**src/sv/dapid_pkg.sv**
```systemverilog
package dapid_pkg;

  localparam int ANGLE_W   = 15;
  localparam int ERR_W     = ANGLE_W + 1;
  localparam int DERR_W    = ERR_W + 1;
  localparam int GAIN_W    = 16;
  localparam int LIMIT_W   = 31;
  localparam int DT_W      = 16;
  localparam int THR_W     = 10;
  localparam int OUT_W     = 32;
  localparam int INTEG_W   = 48;
  localparam int CAND_W    = INTEG_W + 1;
  localparam int DRIVE_W   = 57;
  localparam int FRAC_W    = 16;
  localparam int CFG_W     = 31;
  localparam int CFG_IDX_W = 3;

  // shared multiplier operands and product
  localparam int MUL_A_W = 33;
  localparam int MUL_B_W = 25;
  localparam int PROD_W  = MUL_A_W + MUL_B_W;

  // integral term: i_gain * integral / 2^24, integral split at this bit
  localparam int I_SHIFT = 24;

  // 4000000 = 15625 * 2^8 and 2^26 / 1000000 = 2^20 / 15625
  localparam int US_DIV  = 15625;
  localparam int D_SHIFT = 8;
  localparam int E_SHIFT = 20;

  // shared divider
  localparam int DIV_W              = 56;
  localparam int DEN_W              = DT_W;
  localparam int DIV_BITS_PER_CYCLE = 4;
  localparam int DIV_CYCLES         = DIV_W / DIV_BITS_PER_CYCLE;
  localparam int DIV_CNT_W          = $clog2(DIV_CYCLES);

  localparam logic AXIS_ROLL  = 1'b0;
  localparam logic AXIS_PITCH = 1'b1;

  typedef enum logic [CFG_IDX_W-1:0] {
    REG_ROLL_P,
    REG_ROLL_I,
    REG_ROLL_D,
    REG_ROLL_LIMIT,
    REG_PITCH_P,
    REG_PITCH_I,
    REG_PITCH_D,
    REG_PITCH_LIMIT
  } cfg_reg_t;

  typedef enum logic [3:0] {
    ST_IDLE,
    ST_MUL_P,
    ST_MUL_IH,
    ST_MUL_IL,
    ST_MUL_D,
    ST_MUL_DK,
    ST_DIV_D_GO,
    ST_DIV_D_WAIT,
    ST_ADD_D,
    ST_DIV_E_GO,
    ST_DIV_E_WAIT,
    ST_UPD,
    ST_FIN
  } state_t;

  typedef struct packed {
    logic             start;
    logic [DIV_W-1:0] dividend;
    logic [DEN_W-1:0] divisor;
  } div_req_t;

  typedef struct packed {
    logic             busy;
    logic             done;
    logic [DIV_W-1:0] quotient;
  } div_rsp_t;

endpackage

```
**src/sv/dual_axis_pid_conditional_integral_unit.sv**
```systemverilog
// channel  dir  handshake            payload
// in       in   in_valid/in_ready    target/measured roll and pitch, elapsed_us, armed,
//                                    airborne, throttle
// out      out  out_valid/out_ready  roll_drive, pitch_drive
// cfg      in   cfg_we               cfg_index, cfg_data
//
// a zero elapsed_us skips both derivative divisions
// each axis runs six products on one shared 33x25 multiplier and two divisions
// on one shared divider that retires 4 quotient bits per cycle
// reset is synchronous and clears gains, limits, previous errors and integrals
// in_ready is high only while idle; a result stalled by out_ready holds the last step
module dual_axis_pid_conditional_integral_unit (
  input  logic                                   clk,
  input  logic                                   rst,
  input  logic                                   cfg_we,
  input  logic [dapid_pkg::CFG_IDX_W-1:0]        cfg_index,
  input  logic [dapid_pkg::CFG_W-1:0]            cfg_data,
  input  logic                                   in_valid,
  output logic                                   in_ready,
  input  logic signed [dapid_pkg::ANGLE_W-1:0]   target_roll,
  input  logic signed [dapid_pkg::ANGLE_W-1:0]   target_pitch,
  input  logic signed [dapid_pkg::ANGLE_W-1:0]   measured_roll,
  input  logic signed [dapid_pkg::ANGLE_W-1:0]   measured_pitch,
  input  logic [dapid_pkg::DT_W-1:0]             elapsed_us,
  input  logic                                   armed,
  input  logic                                   airborne,
  input  logic [dapid_pkg::THR_W-1:0]            throttle,
  output logic                                   out_valid,
  input  logic                                   out_ready,
  output logic signed [dapid_pkg::OUT_W-1:0]     roll_drive,
  output logic signed [dapid_pkg::OUT_W-1:0]     pitch_drive
);
  import dapid_pkg::*;

  state_t state;
  state_t state_next;

  logic [GAIN_W-1:0]  p_gain [2];
  logic [GAIN_W-1:0]  i_gain [2];
  logic [GAIN_W-1:0]  d_gain [2];
  logic [LIMIT_W-1:0] limit  [2];

  logic signed [ERR_W-1:0]   prev_err [2];
  logic signed [INTEG_W-1:0] integ    [2];
  logic signed [ERR_W-1:0]   err      [2];
  logic signed [DERR_W-1:0]  derr     [2];
  logic signed [OUT_W-1:0]   res      [2];

  logic [DT_W-1:0]  dt;
  logic             hold;
  logic [THR_W-1:0] thr;
  logic             axis;
  logic             d_neg;
  logic             e_neg;

  logic signed [PROD_W-1:0]  prod;
  logic signed [PROD_W-1:0]  prod_abs;
  logic signed [DRIVE_W-1:0] drive;

  logic                       mul_en;
  logic signed [MUL_A_W-1:0]  mul_a;
  logic signed [MUL_B_W-1:0]  mul_b;
  div_req_t                   div_req;
  div_rsp_t                   div_rsp;

  logic                      accept;
  logic                      out_load;
  logic signed [ERR_W-1:0]   err_roll_in;
  logic signed [ERR_W-1:0]   err_pitch_in;
  logic signed [ERR_W-1:0]   e_sel;
  logic signed [INTEG_W-1:0] integ_sel;
  logic [LIMIT_W-1:0]        lim_sel;

  logic signed [DRIVE_W-1:0] i_low_term;
  logic                      i_round;
  logic signed [DRIVE_W-1:0] d_term;
  logic signed [CAND_W-1:0]  delta;
  logic signed [CAND_W-1:0]  cand;
  logic signed [CAND_W-1:0]  lim_q;
  logic signed [DRIVE_W-1:0] lim_d;
  logic signed [DRIVE_W-1:0] thr_d;
  logic                      integ_ok;
  logic signed [OUT_W-1:0]   sat;

  dapid_div u_div (
    .clk (clk),
    .rst (rst),
    .req (div_req),
    .rsp (div_rsp)
  );

  assign in_ready = (state == ST_IDLE);
  assign accept   = in_valid && in_ready;
  assign out_load = (state == ST_FIN) && (!out_valid || out_ready);

  assign err_roll_in  = ERR_W'(target_roll) - ERR_W'(measured_roll);
  assign err_pitch_in = ERR_W'(target_pitch) - ERR_W'(measured_pitch);

  assign e_sel     = err[axis];
  assign integ_sel = integ[axis];
  assign lim_sel   = limit[axis];
  assign prod_abs  = prod[PROD_W-1] ? -prod : prod;

  // term arithmetic
  always_comb begin
    i_low_term = DRIVE_W'({1'b0, prod[I_SHIFT+GAIN_W-1:I_SHIFT]});
    i_round    = integ_sel[INTEG_W-1] && (prod[I_SHIFT-1:0] != '0);
    if (dt == '0) begin
      d_term = '0;
    end else if (d_neg) begin
      d_term = -DRIVE_W'(div_rsp.quotient);
    end else begin
      d_term = DRIVE_W'(div_rsp.quotient);
    end
    delta    = e_neg ? -CAND_W'(div_rsp.quotient) : CAND_W'(div_rsp.quotient);
    cand     = CAND_W'(integ_sel) + delta;
    lim_q    = CAND_W'({lim_sel, {FRAC_W{1'b0}}});
    lim_d    = DRIVE_W'(lim_sel);
    thr_d    = DRIVE_W'({thr, {FRAC_W{1'b0}}});
    integ_ok = (drive < thr_d) && (drive > -thr_d)
            && (cand < lim_q) && (cand > -lim_q)
            && (drive < lim_d) && (drive > -lim_d);
    if ((&drive[DRIVE_W-1:OUT_W-1]) || !(|drive[DRIVE_W-1:OUT_W-1])) begin
      sat = drive[OUT_W-1:0];
    end else if (drive[DRIVE_W-1]) begin
      sat = {1'b1, {(OUT_W-1){1'b0}}};
    end else begin
      sat = {1'b0, {(OUT_W-1){1'b1}}};
    end
  end

  // next state
  always_comb begin
    state_next = state;
    unique case (state)
      ST_IDLE:       if (in_valid) state_next = ST_MUL_P;
      ST_MUL_P:      state_next = ST_MUL_IH;
      ST_MUL_IH:     state_next = ST_MUL_IL;
      ST_MUL_IL:     state_next = ST_MUL_D;
      ST_MUL_D:      state_next = ST_MUL_DK;
      ST_MUL_DK:     state_next = ST_DIV_D_GO;
      ST_DIV_D_GO:   state_next = (dt == '0) ? ST_ADD_D : ST_DIV_D_WAIT;
      ST_DIV_D_WAIT: if (div_rsp.done) state_next = ST_ADD_D;
      ST_ADD_D:      state_next = ST_DIV_E_GO;
      ST_DIV_E_GO:   state_next = ST_DIV_E_WAIT;
      ST_DIV_E_WAIT: if (div_rsp.done) state_next = ST_UPD;
      ST_UPD:        state_next = (axis == AXIS_PITCH) ? ST_FIN : ST_MUL_P;
      ST_FIN:        if (out_load) state_next = ST_IDLE;
      default:       state_next = ST_IDLE;
    endcase
  end

  // multiplier and divider control
  always_comb begin
    mul_en  = 1'b0;
    mul_a   = '0;
    mul_b   = '0;
    div_req = '0;
    unique case (state)
      ST_MUL_P: begin
        mul_en = 1'b1;
        mul_a  = MUL_A_W'(e_sel);
        mul_b  = $signed(MUL_B_W'(p_gain[axis]));
      end
      ST_MUL_IH: begin
        mul_en = 1'b1;
        mul_a  = $signed(MUL_A_W'(i_gain[axis]));
        mul_b  = MUL_B_W'($signed(integ_sel[INTEG_W-1:I_SHIFT]));
      end
      ST_MUL_IL: begin
        mul_en = 1'b1;
        mul_a  = $signed(MUL_A_W'(i_gain[axis]));
        mul_b  = $signed(MUL_B_W'(integ_sel[I_SHIFT-1:0]));
      end
      ST_MUL_D: begin
        mul_en = 1'b1;
        mul_a  = MUL_A_W'(derr[axis]);
        mul_b  = $signed(MUL_B_W'(d_gain[axis]));
      end
      ST_MUL_DK: begin
        mul_en = 1'b1;
        mul_a  = $signed(prod_abs[MUL_A_W-1:0]);
        mul_b  = MUL_B_W'(US_DIV);
      end
      ST_DIV_D_GO: begin
        mul_en           = 1'b1;
        mul_a            = MUL_A_W'(e_sel);
        mul_b            = $signed(MUL_B_W'(dt));
        div_req.start    = (dt != '0);
        div_req.dividend = {prod_abs[DIV_W-D_SHIFT-1:0], {D_SHIFT{1'b0}}};
        div_req.divisor  = dt;
      end
      ST_DIV_E_GO: begin
        div_req.start    = 1'b1;
        div_req.dividend = {prod_abs[DIV_W-E_SHIFT-1:0], {E_SHIFT{1'b0}}};
        div_req.divisor  = DEN_W'(US_DIV);
      end
      ST_IDLE, ST_DIV_D_WAIT, ST_ADD_D, ST_DIV_E_WAIT, ST_UPD, ST_FIN: begin
        mul_en = 1'b0;
      end
      default: begin
        mul_en = 1'b0;
      end
    endcase
  end

  always_ff @(posedge clk) begin
    if (rst) begin
      state <= ST_IDLE;
    end else begin
      state <= state_next;
    end
  end

  // configuration and loop state
  always_ff @(posedge clk) begin
    if (rst) begin
      for (int a = 0; a < 2; a++) begin
        p_gain[a]   <= '0;
        i_gain[a]   <= '0;
        d_gain[a]   <= '0;
        limit[a]    <= '0;
        prev_err[a] <= '0;
        integ[a]    <= '0;
      end
    end else begin
      if (cfg_we) begin
        unique case (cfg_reg_t'(cfg_index))
          REG_ROLL_P:      p_gain[AXIS_ROLL]  <= cfg_data[GAIN_W-1:0];
          REG_ROLL_I:      i_gain[AXIS_ROLL]  <= cfg_data[GAIN_W-1:0];
          REG_ROLL_D:      d_gain[AXIS_ROLL]  <= cfg_data[GAIN_W-1:0];
          REG_ROLL_LIMIT:  limit[AXIS_ROLL]   <= cfg_data[LIMIT_W-1:0];
          REG_PITCH_P:     p_gain[AXIS_PITCH] <= cfg_data[GAIN_W-1:0];
          REG_PITCH_I:     i_gain[AXIS_PITCH] <= cfg_data[GAIN_W-1:0];
          REG_PITCH_D:     d_gain[AXIS_PITCH] <= cfg_data[GAIN_W-1:0];
          REG_PITCH_LIMIT: limit[AXIS_PITCH]  <= cfg_data[LIMIT_W-1:0];
          default:         p_gain[AXIS_ROLL]  <= p_gain[AXIS_ROLL];
        endcase
      end
      if (state == ST_UPD) begin
        prev_err[axis] <= e_sel;
        if (!hold) begin
          integ[axis] <= '0;
        end else if (integ_ok) begin
          integ[axis] <= cand[INTEG_W-1:0];
        end
      end
    end
  end

  // beat capture and datapath
  always_ff @(posedge clk) begin
    if (accept) begin
      err[AXIS_ROLL]   <= err_roll_in;
      err[AXIS_PITCH]  <= err_pitch_in;
      derr[AXIS_ROLL]  <= DERR_W'(err_roll_in) - DERR_W'(prev_err[AXIS_ROLL]);
      derr[AXIS_PITCH] <= DERR_W'(err_pitch_in) - DERR_W'(prev_err[AXIS_PITCH]);
      dt               <= elapsed_us;
      hold             <= armed && airborne;
      thr              <= throttle;
    end
    if (mul_en) begin
      prod <= PROD_W'(mul_a * mul_b);
    end
    case (state)
      ST_MUL_IH:   drive <= DRIVE_W'(prod <<< 2);
      ST_MUL_IL:   drive <= drive + DRIVE_W'(prod);
      ST_MUL_D:    drive <= drive + i_low_term + DRIVE_W'(i_round);
      ST_MUL_DK:   d_neg <= prod[PROD_W-1];
      ST_ADD_D:    drive <= drive + d_term;
      ST_DIV_E_GO: e_neg <= prod[PROD_W-1];
      ST_UPD:      res[axis] <= sat;
      default:     drive <= drive;
    endcase
    if (out_load) begin
      roll_drive  <= res[AXIS_ROLL];
      pitch_drive <= res[AXIS_PITCH];
    end
  end

  always_ff @(posedge clk) begin
    if (rst) begin
      axis <= AXIS_ROLL;
    end else if (accept) begin
      axis <= AXIS_ROLL;
    end else if (state == ST_UPD) begin
      axis <= AXIS_PITCH;
    end
  end

  always_ff @(posedge clk) begin
    if (rst) begin
      out_valid <= 1'b0;
    end else if (out_load) begin
      out_valid <= 1'b1;
    end else if (out_ready) begin
      out_valid <= 1'b0;
    end
  end

`ifndef NO_ASSERTIONS
  a_busy_after_accept: assert property (@(posedge clk) disable iff (rst)
    accept |=> !in_ready)
    else $error("input taken while a beat is in progress");

  a_result_from_fin: assert property (@(posedge clk) disable iff (rst)
    $rose(out_valid) |-> $past(state == ST_FIN))
    else $error("result raised outside the final step");

  a_div_free_on_start: assert property (@(posedge clk) disable iff (rst)
    div_req.start |-> !div_rsp.busy)
    else $error("divider started while busy");

  a_done_while_waiting: assert property (@(posedge clk) disable iff (rst)
    div_rsp.done |-> (state == ST_DIV_D_WAIT || state == ST_DIV_E_WAIT))
    else $error("division finished outside a wait step");

  a_clear_when_grounded: assert property (@(posedge clk) disable iff (rst)
    (state == ST_UPD && !hold) |=> (integ[$past(axis)] == '0))
    else $error("integral not cleared while disarmed or grounded");
`endif

endmodule

```
**src/sv/dapid_div.sv**
```systemverilog
module dapid_div (
  input  logic                clk,
  input  logic                rst,
  input  dapid_pkg::div_req_t req,
  output dapid_pkg::div_rsp_t rsp
);
  import dapid_pkg::*;

  logic [DIV_W-1:0]     num;
  logic [DIV_W-1:0]     num_next;
  logic [DEN_W-1:0]     rem;
  logic [DEN_W-1:0]     rem_next;
  logic [DEN_W-1:0]     den;
  logic [DEN_W:0]       trial;
  logic [DIV_CNT_W-1:0] cnt;
  logic                 busy;

  // restoring division, several quotient bits per cycle
  always_comb begin
    num_next = num;
    rem_next = rem;
    trial    = '0;
    for (int k = 0; k < DIV_BITS_PER_CYCLE; k++) begin
      trial    = {rem_next, num_next[DIV_W-1]};
      num_next = {num_next[DIV_W-2:0], 1'b0};
      if (trial >= {1'b0, den}) begin
        trial       = trial - {1'b0, den};
        num_next[0] = 1'b1;
      end
      rem_next = trial[DEN_W-1:0];
    end
  end

  always_ff @(posedge clk) begin
    if (rst) begin
      busy <= 1'b0;
      cnt  <= '0;
    end else if (req.start) begin
      busy <= 1'b1;
      cnt  <= DIV_CNT_W'(DIV_CYCLES - 1);
    end else if (busy) begin
      cnt <= cnt - 1'b1;
      if (cnt == '0) begin
        busy <= 1'b0;
      end
    end
  end

  always_ff @(posedge clk) begin
    if (req.start) begin
      num <= req.dividend;
      rem <= '0;
      den <= req.divisor;
    end else if (busy) begin
      num <= num_next;
      rem <= rem_next;
    end
  end

  always_comb begin
    rsp.busy     = busy;
    rsp.done     = busy && (cnt == '0);
    rsp.quotient = num;
  end

endmodule
```
**config.mk**
```make
export PLATFORM = sky130hd
export DESIGN_NAME = dual_axis_pid_conditional_integral_unit
export DESIGN_NICKNAME = d
export VERILOG_FILES = /design/src/sv/dapid_pkg.sv /design/src/sv/dual_axis_pid_conditional_integral_unit.sv /design/src/sv/dapid_div.sv
export SDC_FILE = /design/constraint.sdc
export NUM_CORES = 2
export LEC_CHECK = 0
export ABC_CLOCK_PERIOD_IN_PS = 21000
export BUFFER_PORTS_ARGS = -buffer_cell sky130_fd_sc_hd__buf_2
export CAP_MARGIN = 10
export CELL_PAD_IN_SITES_DETAIL_PLACEMENT = 2
export CELL_PAD_IN_SITES_GLOBAL_PLACEMENT = 2
export CORE_ASPECT_RATIO = 0.7
export CORE_UTILIZATION = 46
export CTS_CLUSTER_SIZE = 20
export DETAILED_ROUTE_END_ITERATION = 12
export GPL_TIMING_DRIVEN = 0
export PLACE_DENSITY = 0.84
export SLEW_MARGIN = 0
export SYNTH_ARGS = -nofsm -noshare
export SYNTH_HDL_FRONTEND = slang
export SYNTH_SLANG_ARGS = --single-unit
```
**constraint.sdc**
```tcl
create_clock -name clk -period 21 [get_ports clk]
set_input_delay 3.15 -clock clk [delete_from_list [all_inputs] [get_ports clk]]
set_output_delay 3.15 -clock clk [all_outputs]
set_load 0.005 [all_outputs]
```
==> flow_summary.yaml <==
run_status:
  outcome: "finished, final reports clean"
cts:
  cts_tree: "yes"
  clk_pin_slew_ns: 0.07
  cts_hold_buf: 0
  ctsRootBufferMaster: "clkbuf_16"
  cts_setup_buffers: 0
  numCtsBuffers: 83
  h-tree-depth: 3
  clock-sinks: 724
  cts_buffer_depth: 3
  worstSkewPairLatency_ns: 0.76
  post_cts_resized: 0
logic_synthesis:
  synth_area_um2: 77720
  synth_ff_type: "edfxtp_1"
  yosysWarnings: 0
  ys_seq_elements: 724
  avgSynthCellArea_um2: 9.742
  synth_area_leaders: "edfxtp_1 (27%), fa_1 (22%), ha_1 (9.8%)"
  synthCells: 7977
  ys_seq_area_frac: 0.2761
  async_flop_share: 0
  ys_types: 86
  synth-edff-count: 696
  yosysTopAreaCellShare: 0.2689
  synth_top_area_cell: "edfxtp_1"
drt:
  wl_per_cell_um: 37.83
  antenna_left: 0
  num_vias: 71515
  avgViaCountPerCell: 6.637
  wl_mm: 407.6
  dr_wl_met3_mm: 57.04
  routed.top_layer: "met5"
  drt_iter0_markers: 9969
  drc: 0
  drt-met1-wl_mm: 157.8
  dr_wl_met2_mm: 169.9
  first_pass_iters: 6
worst_setup_path:
  crit_path_end: "prod[56]$_DFFE_PP_"
  critical-path-max-stage-delay_ns: 1.07
  critPathLaunchType: "flip-flop"
  r2r_slack_ns: 2.72
  slowest_stage: "a2111oi_0"
  cp_max_fo: 10
  cp-end-kind: "flip-flop"
  crit_type: "reg2reg"
  ff2ff_path_depth: 38
  cpMostUsedCell: "fa_1"
  worst_r2r_endpoint: "prod[56]$_DFFE_PP_"
  crit_required_ns: 21.32
  crit_arrival_ns: 18.60
pwr:
  leakagePower_nw: 38.30
  comb_power_share: 0.731
  seqPwrFrac: 0.159
  p_int_mw: 6.251
  switching_share: 0.5884
  power.total_mw: 15.19
  peakVddDrop_mv: 0.3738
  p_sw_mw: 8.937
  powerDensity_nw_per_um2: 176.5
  power_frac_clock: 0.110
sta:
  slew_headroom: 0.02389
  min_period_over_period: 0.8704
  setup_viol: 0
  hold_violations: 0
  skew_ns: 0.1012
  finalCriticalPeriod_ns: 18.28
  tightest_slew_ns: 1.464
  final_max_slew_viol_count: 0
  fin_setup_tns_ns: 0
  rsz0062_at_grt: "false"
  fmax_mhz: 54.71
  hold_slack_ns: 0.4162
floorplanning:
  die_area_um2: 170600
  coreArea_um2: 166900
  rows: 125
  start_util: 0.4657
  die_w_um: 493.3
  die_y_um: 345.9
  io_pins: 193
finish:
  final_cell_mix: "inv_1 (1,057), nand2_1 (879), fa_1 (853)"
  area_growth_pct: 10.70
  multiInputGateArea_um2: 51860
  fillCellCount: 17388
  drive_gt1_frac: 0.06953
  ff_latch_area_um2: 21460
  mostFrequentLayoutCell: "inv_1"
  final_nets: 10051
placed_design:
  place_hpwl_mm: 318.5
  place_congestion: 1.016
  portBuffers: 191
hold_path:
  hold_class: "reg2reg"
grt:
  grt_pass1_wl_mm: 573.7
  gr-total-overflow: 0
  grt_pass1_vias: 77210
  antenna_found_initial: 63
  grtUsageTotal: 0.4715
  grt_max_degree: 65
flow_run:
  maxCapViolCount: 0
==> area by class of cell <==
type / instances / area share
flip-flops and latches: 724 / 0.2494
multi-input cells: 6033 / 0.6028
repair buffers: 255 / 0.02045
inverters: 1062 / 0.04633
plain buffers: 300 / 0.01401
well taps: 2222 / 0.03231
clock inverters: 60 / 0.009322
diodes: 24 / 0.0006981
clock buffers: 95 / 0.02467
==> cells by family after synthesis <==
logic type	count (synthesis)	synth area share
compound gates	1439	0.1210
xor+xnor	485	0.05466
fa+ha+maj	1465	0.3184
buf+inv	1362	0.06678
flops	724	0.2761
mux	200	0.02708
other cells	2	0.00009663
simple gates	2300	0.1359
==> how the worst min path moves through the flow <==
| stage | start | endpoint | slack (ns) | cells after the start |
|---|---|---|---|---|
| finish | res[1][19]$_DFFE_PP_ | pitch_drive[19]$_DFFE_PP_ | 0.42 | 0 |
| floorplan | res[1][0]$_DFFE_PP_ | pitch_drive[0]$_DFFE_PP_ | 0.40 | 0 |
| detailed placement | res[0][26]$_DFFE_PP_ | roll_drive[26]$_DFFE_PP_ | 0.41 | 0 |
| global route | res[0][26]$_DFFE_PP_ | roll_drive[26]$_DFFE_PP_ | 0.42 | 0 |
| global placement | res[1][20]$_DFFE_PP_ | pitch_drive[20]$_DFFE_PP_ | 0.40 | 0 |
| CTS | res[1][19]$_DFFE_PP_ | pitch_drive[19]$_DFFE_PP_ | 0.42 | 0 |
==> stage by stage <==
| step | setup WS, ns | util | instance area, um2 | instances |
|---|---|---|---|---|
| 2_1_floorplan | 10.14 | - | 78250 | 8119 |
| 3_3_place_gp | 3.523 | 0.4913 | 81980 | 10532 |
| 3_5_place_dp | 4.026 | 0.4964 | 82840 | 10580 |
| 4_1_cts | 3.562 | 0.5139 | 85760 | 10735 |
| 5_1_grt | 3.323 | 0.5152 | 85980 | 10752 |
| 6_report | 2.723 | 0.5155 | 86030 | 10775 |
==> synthesized netlist by cell type (82+ instances only) <==
cell type     n
a21oi_1     295
fa_1        854
xor2_1      200
nor2b_1     114
nor2_1      599
nand2_1     882
mux2i_1     118
inv_1      1058
clkbuf_1    247
and2_1      117
o21ai_0     346
xnor2_1     285
mux2_2       82
nand3_1     114
edfxtp_1    696
a21o_1      191
nor3_1      100
ha_1        611
==> critical path: cells and delay by family, from the launching register on <==
| family | cells | cell delay, ns |
|---|---|---|
| AO/OA/AOI/OAI | 11 | 5.38 |
| XOR/XNOR | 1 | 1.02 |
| adder cells (fa/ha/maj) | 8 | 4.05 |
| buffers and inverters | 14 | 6.15 |
| flip-flops | 1 | 0.33 |
| AND/OR/NAND/NOR | 4 | 0.86 |
==> power groups by stage <==
| stage | registers (mW) | logic (mW) | clock network, mW |
|---|---|---|---|
| after detailed placement | 2.40 | 10.0 | 0 |
| after global routing | 2.38 | 11.4 | 1.69 |
| final | 2.41 | 11.1 | 1.67 |
| after global placement | 2.39 | 9.16 | 0 |
| after floorplan | 2.13 | 5.66 | 0 |
| after CTS | 2.38 | 10.3 | 1.65 |
==> metal layers <==
| metal | global-route usage | vias to the layer above |
|---|---|---|
| met1 | 0.6198 | 37094 |
| met3 | 0.1856 | 1356 |
| met4 | 0.2231 | 60 |
| met5 | 0 | - |
| met2 | 0.6765 | 5140 |
| li1 | - | 27865 |
==> registers in the layout, summed over array words and instances (netlist names), 34 cells and up, named ones only <==
name       flops
derr          34
limit         62
integ         96
drive         57
res           64
u_div.num     56
prod          58
(Power assumes the default switching activity.)
